$ cat src/rtl/stip_pkg.sv
// ----------------------------------------------------------------------------
// stip_pkg: shared types and constants of the sorted table interpolator
// Sequencer states, operation codes and the divider status bundle.
// ----------------------------------------------------------------------------
package stip_pkg;

    localparam int VAL_W     = 32;   // Q16.16 sample width
    localparam int FRAC_BITS = 16;   // bits of the interpolation weight
    localparam int CNT_W     = 9;    // point count register width

    localparam logic OP_WRITE = 1'b0;
    localparam logic OP_QUERY = 1'b1;

    typedef enum logic [3:0] {
        S_IDLE,
        S_LAST,
        S_FIRST,
        S_SRCH,
        S_DIVST,
        S_DIV,
        S_MUL,
        S_ADD,
        S_DONE
    } t_state;

    typedef struct packed {
        logic busy;
        logic done;
    } t_div_stat;

endpackage

$ cat src/rtl/stip_div.sv
// ----------------------------------------------------------------------------
// stip_div: serial fraction divider
// Forms floor((num << FRAC_BITS) / den) for num < den, one quotient bit per
// cycle with a single 33-bit compare and subtract.
// ----------------------------------------------------------------------------
module stip_div (
    input  logic                              i_clk,
    input  logic                              i_rst_n,
    input  logic                              i_start,
    input  logic [stip_pkg::VAL_W-1:0]        i_num,
    input  logic [stip_pkg::VAL_W-1:0]        i_den,
    output stip_pkg::t_div_stat               o_stat,
    output logic [stip_pkg::FRAC_BITS-1:0]    o_quot
);
    import stip_pkg::*;

    localparam int STEP_W = $clog2(FRAC_BITS + 1);

    logic                 r_busy, n_busy;
    logic                 r_done, n_done;
    logic [STEP_W-1:0]    r_cnt, n_cnt;
    logic [VAL_W:0]       r_rem, n_rem;
    logic [VAL_W-1:0]     r_den, n_den;
    logic [FRAC_BITS-1:0] r_quot, n_quot;
    logic [VAL_W:0]       w_shift;
    logic                 w_ge;

    assign w_shift = {r_rem[VAL_W-1:0], 1'b0};
    assign w_ge    = w_shift >= {1'b0, r_den};

    always_comb begin
        n_busy = r_busy;
        n_done = 1'b0;
        n_cnt  = r_cnt;
        n_rem  = r_rem;
        n_den  = r_den;
        n_quot = r_quot;
        if (i_start) begin
            n_busy = 1'b1;
            n_cnt  = STEP_W'(FRAC_BITS);
            n_rem  = {1'b0, i_num};
            n_den  = i_den;
            n_quot = '0;
        end else if (r_busy) begin
            n_rem  = w_ge ? (w_shift - {1'b0, r_den}) : w_shift;
            n_quot = {r_quot[FRAC_BITS-2:0], w_ge};
            n_cnt  = r_cnt - STEP_W'(1);
            if (r_cnt == STEP_W'(1)) begin
                n_busy = 1'b0;
                n_done = 1'b1;
            end
        end
    end

    always_ff @(posedge i_clk) begin
        if (!i_rst_n) begin
            r_busy <= 1'b0;
            r_done <= 1'b0;
            r_cnt  <= '0;
        end else begin
            r_busy <= n_busy;
            r_done <= n_done;
            r_cnt  <= n_cnt;
        end
    end

    always_ff @(posedge i_clk) begin
        r_rem  <= n_rem;
        r_den  <= n_den;
        r_quot <= n_quot;
    end

    assign o_stat.busy = r_busy;
    assign o_stat.done = r_done;
    assign o_quot      = r_quot;

    // remainder must stay below the divisor or the quotient bits are wrong
    a_rem_below_den: assert property (@(posedge i_clk) disable iff (!i_rst_n)
        r_busy |-> (r_rem < {1'b0, r_den}))
        else $error("divider remainder reached divisor");

    a_done_idle: assert property (@(posedge i_clk) disable iff (!i_rst_n)
        r_done |-> !r_busy)
        else $error("divider done while still busy");

    a_start_busy: assert property (@(posedge i_clk) disable iff (!i_rst_n)
        i_start |=> (r_busy && r_cnt == STEP_W'(FRAC_BITS)))
        else $error("divider did not begin after start");

endmodule

$ cat config.mk
export PLATFORM = sky130hd
export DESIGN_NAME = stip_div
export DESIGN_NICKNAME = d
export VERILOG_FILES = /design/src/rtl/stip_pkg.sv /design/src/rtl/stip_div.sv
export SDC_FILE = /design/constraint.sdc
export NUM_CORES = 1
export LEC_CHECK = 0
export ABC_CLOCK_PERIOD_IN_PS = 3900
export BUFFER_PORTS_ARGS = -buffer_cell sky130_fd_sc_hd__buf_4
export CELL_PAD_IN_SITES_DETAIL_PLACEMENT = 1
export CELL_PAD_IN_SITES_GLOBAL_PLACEMENT = 1
export CORE_ASPECT_RATIO = 0.6
export CORE_UTILIZATION = 44
export DETAILED_ROUTE_END_ITERATION = 7
export HOLD_SLACK_MARGIN = 0.05
export PLACE_DENSITY = 0.87
export SYNTH_ARGS = -nofsm -noshare
export SYNTH_HDL_FRONTEND = slang
export SYNTH_SLANG_ARGS = --single-unit
$ cat constraint.sdc
create_clock -name i_clk -period 3.9 [get_ports i_clk]
set_input_delay 0.39 -clock i_clk [delete_from_list [all_inputs] [get_ports i_clk]]
set_output_delay 0.39 -clock i_clk [all_outputs]
set_load 0.02 [all_outputs]
==> qor.txt <==
cell row count: 30
Pre-antenna DRT Iters: 4
Setup WS post-layout: 0.5499 ns
final setup fails: 0
GR Overflow Total: 0
global-route wire length before repair: 23420 µm
r2r worst-path depth: 9
largest net degree at the start of global routing: 57
clock latency on the worst-skew pair: 0.35 ns
post-cts resize count: 0
cells after synthesis: 547
placed instance area: 6081 µm²
Hold Slack: 0.2125 ns
DRC viols: 0
final core utilization: 0.5529
post-synthesis cell area: 5308 µm²
fraction of registers with async set/reset: 0
core area: 11520 µm²
routability cong.: 0.8778
Post-Route WL: 14560 µm
hold crit path type: in -> reg
clk root buf: clkbuf_16
clk buf depth: 2
Slew Limit Headroom: 0.5855
critical path data required time: 4.00 ns
H-tree Lvls: 3
Yosys cell types: 59
Arrival @ worst endpoint: 3.45 ns
# nets final: 727
CP startpoint kind: flip-flop
top_reg_cell synth: edfxtp_1
Final Slew Violations: 0
EDFF count, synth: 64
Pwr Density: 607.0 nW/µm²
CTS tree: yes
outcome: finished, final reports clean
Synth-to-Final Area Change: 20.04%
Tightest Pin Transition: 0.6217 ns
critical path type: reg -> reg
n_diodes: 0
Total GRT Usage: 0.2436
VDD IR-drop max: 0.2535 mV
pre-CTS setup slack: 0.6211 ns
final setup TNS: 0 ns
worst-path fanout max: 20
dpl hpwl: 10910 µm
postcts setup bufs: 0
post-route ant nets: 0
synth warn: 0
RSZ-0062 raised after global routing: false
Final period util: 0.8590
Yosys reg bits: 87
Ports: 85
fin crit period: 3.350 ns
DR vias: 4432
placed cells: 774
final cell count without fillers: 790
FF/Latch Area: 2382 µm²
max cap viols: 0
Peak Freq: 298.5 MHz
die span in x: 143.8 µm
Leak: 2.753 nW
wire per inst: 18.43 µm
Die Height: 87.08 µm
Layout fillers: 1320
CTS Hold Bufs: 0
initial antenna violation count: 0
DRT iter0 DRCs: 281
initial cell density of the core: 0.4606
vias in the first global route: 4639
hold path depth: 1
Final Cell Area: 6371 µm²
Multi-input gate area: 2673 µm²
Worst Skew: 0.008664 ns
Clock transition at path regs: 0.07 ns
Syn Nets: 649
share of layout cells above drive strength 1: 0.1810
Port Buffers: 84
syn_area_per_cell: 9.703 µm²
full die area: 12520 µm²
CTS sink cnt: 87
Hold Vio Cnt, Final: 0
crit end category: flip-flop
Pwr Total: 3.867 mW
register area share after synthesis: 0.4488
via density per instance: 5.610
TritonCTS Buffers: 9
==> cells in the mapped netlist (all sizes together) (5+ instances only) <==
library cell  instances  area (µm²)
dfxtp                23       460.4
clkbuf               12       45.04
nand4                 6       52.55
nor2                 49       183.9
nor3                 11       55.05
mux2i                36       360.4
nand3                13       65.06
edfxtp               64        1922
a21o                 11       82.58
ha                   34       425.4
and2                  6       37.54
nand2                59       221.5
a31oi                 5       37.53
inv                  40       150.1
a21oi                34       173.9
nor2b                 5       31.28
o21a                  6       45.04
xnor2                18       157.7
o21ai                41       205.2
xor2                  9       78.83
o211ai                7       52.55
buf                  11       57.55
==> placed cells by master, fill, tap and decap left out, types with 3 or more instances in the layout <==
cell,synthesis,layout
nand2b_1,4,4
a21oi_1,33,33
nand4_1,5,5
mux2i_1,36,36
xor2_1,9,9
a211oi_1,3,3
nor2b_1,5,5
buf_4,2,90
dfxtp_1,23,23
nand3_1,13,13
nand2_1,59,59
nor3_1,11,11
a31oi_1,4,4
xnor2_1,18,18
and2_1,6,6
nor2_1,49,49
a21o_1,11,11
nor4_1,3,3
edfxtp_1,64,64
o21a_1,6,6
o21bai_1,3,3
inv_1,40,40
o211ai_1,7,7
ha_1,34,34
clkbuf_16,0,9
o21ai_0,38,38
o21ai_1,3,3
==> worst paths after layout <==
path                   from        end  slack (ns)
hold / removal     i_den[6]   r_den[6]        0.21
setup / recovery   r_rem[2]  r_rem[27]        0.55
setup reg to reg   r_rem[2]  r_rem[27]        0.55
hold reg to reg   o_quot[0]  o_quot[0]        0.52
==> worst max-delay path: stages, from the launching register on <==
cell      delay (ns)
edfxtp_1        0.40
ha_1            0.40
a21o_1          0.20
a21oi_1         0.38
a21oi_1         0.16
o21ai_0         0.27
a21oi_1         0.12
or2_2           0.55
and4_1          0.28
or3_1           0.33
==> cell type report <==
class,instances,share of cell area
clock buffers,11,0.03653
clock inverters,5,0.009034
inverters,40,0.02357
multi-input cells,397,0.4195
flip-flops and latches,87,0.3739
well taps,160,0.03142
repair buffers,90,0.1060
==> cells by family (layout without fill, tap and decap cells) <==
group           Yosys count  in the layout  share of synthesized area
compound gates          130            130                     0.1565
mux                      37             37                    0.07001
fa+ha+maj                35             35                    0.08392
simple gates            168            168                     0.1485
buf+inv                  63            146                    0.04762
xor+xnor                 27             27                    0.04456
flops                    87             87                     0.4488
==> registers in the layout, summed over array words and instances (netlist names) <==
name / count
r_den: 32
r_cnt: 5
o_quot: 16
r_rem: 32
r_done: 1
r_busy: 1
==> power breakdown <==
group,leakage [nW],total (mW),switching (mW),internal (mW)
registers,0.826,1.27,0.0855,1.18
clock network,0.134,0.867,0.370,0.497
logic,1.79,1.73,1.03,0.706
total,2.75,3.87,1.48,2.39
==> layer usage <==
metal,wire (µm),up-vias,GRT usage
met5,0,-,0
met3,640,21,0.04728
met1,7089,2164,0.3298
li1,-,2123,-
met4,218,0,0.06673
met2,6608,124,0.3985
(Power assumes the default switching activity.)
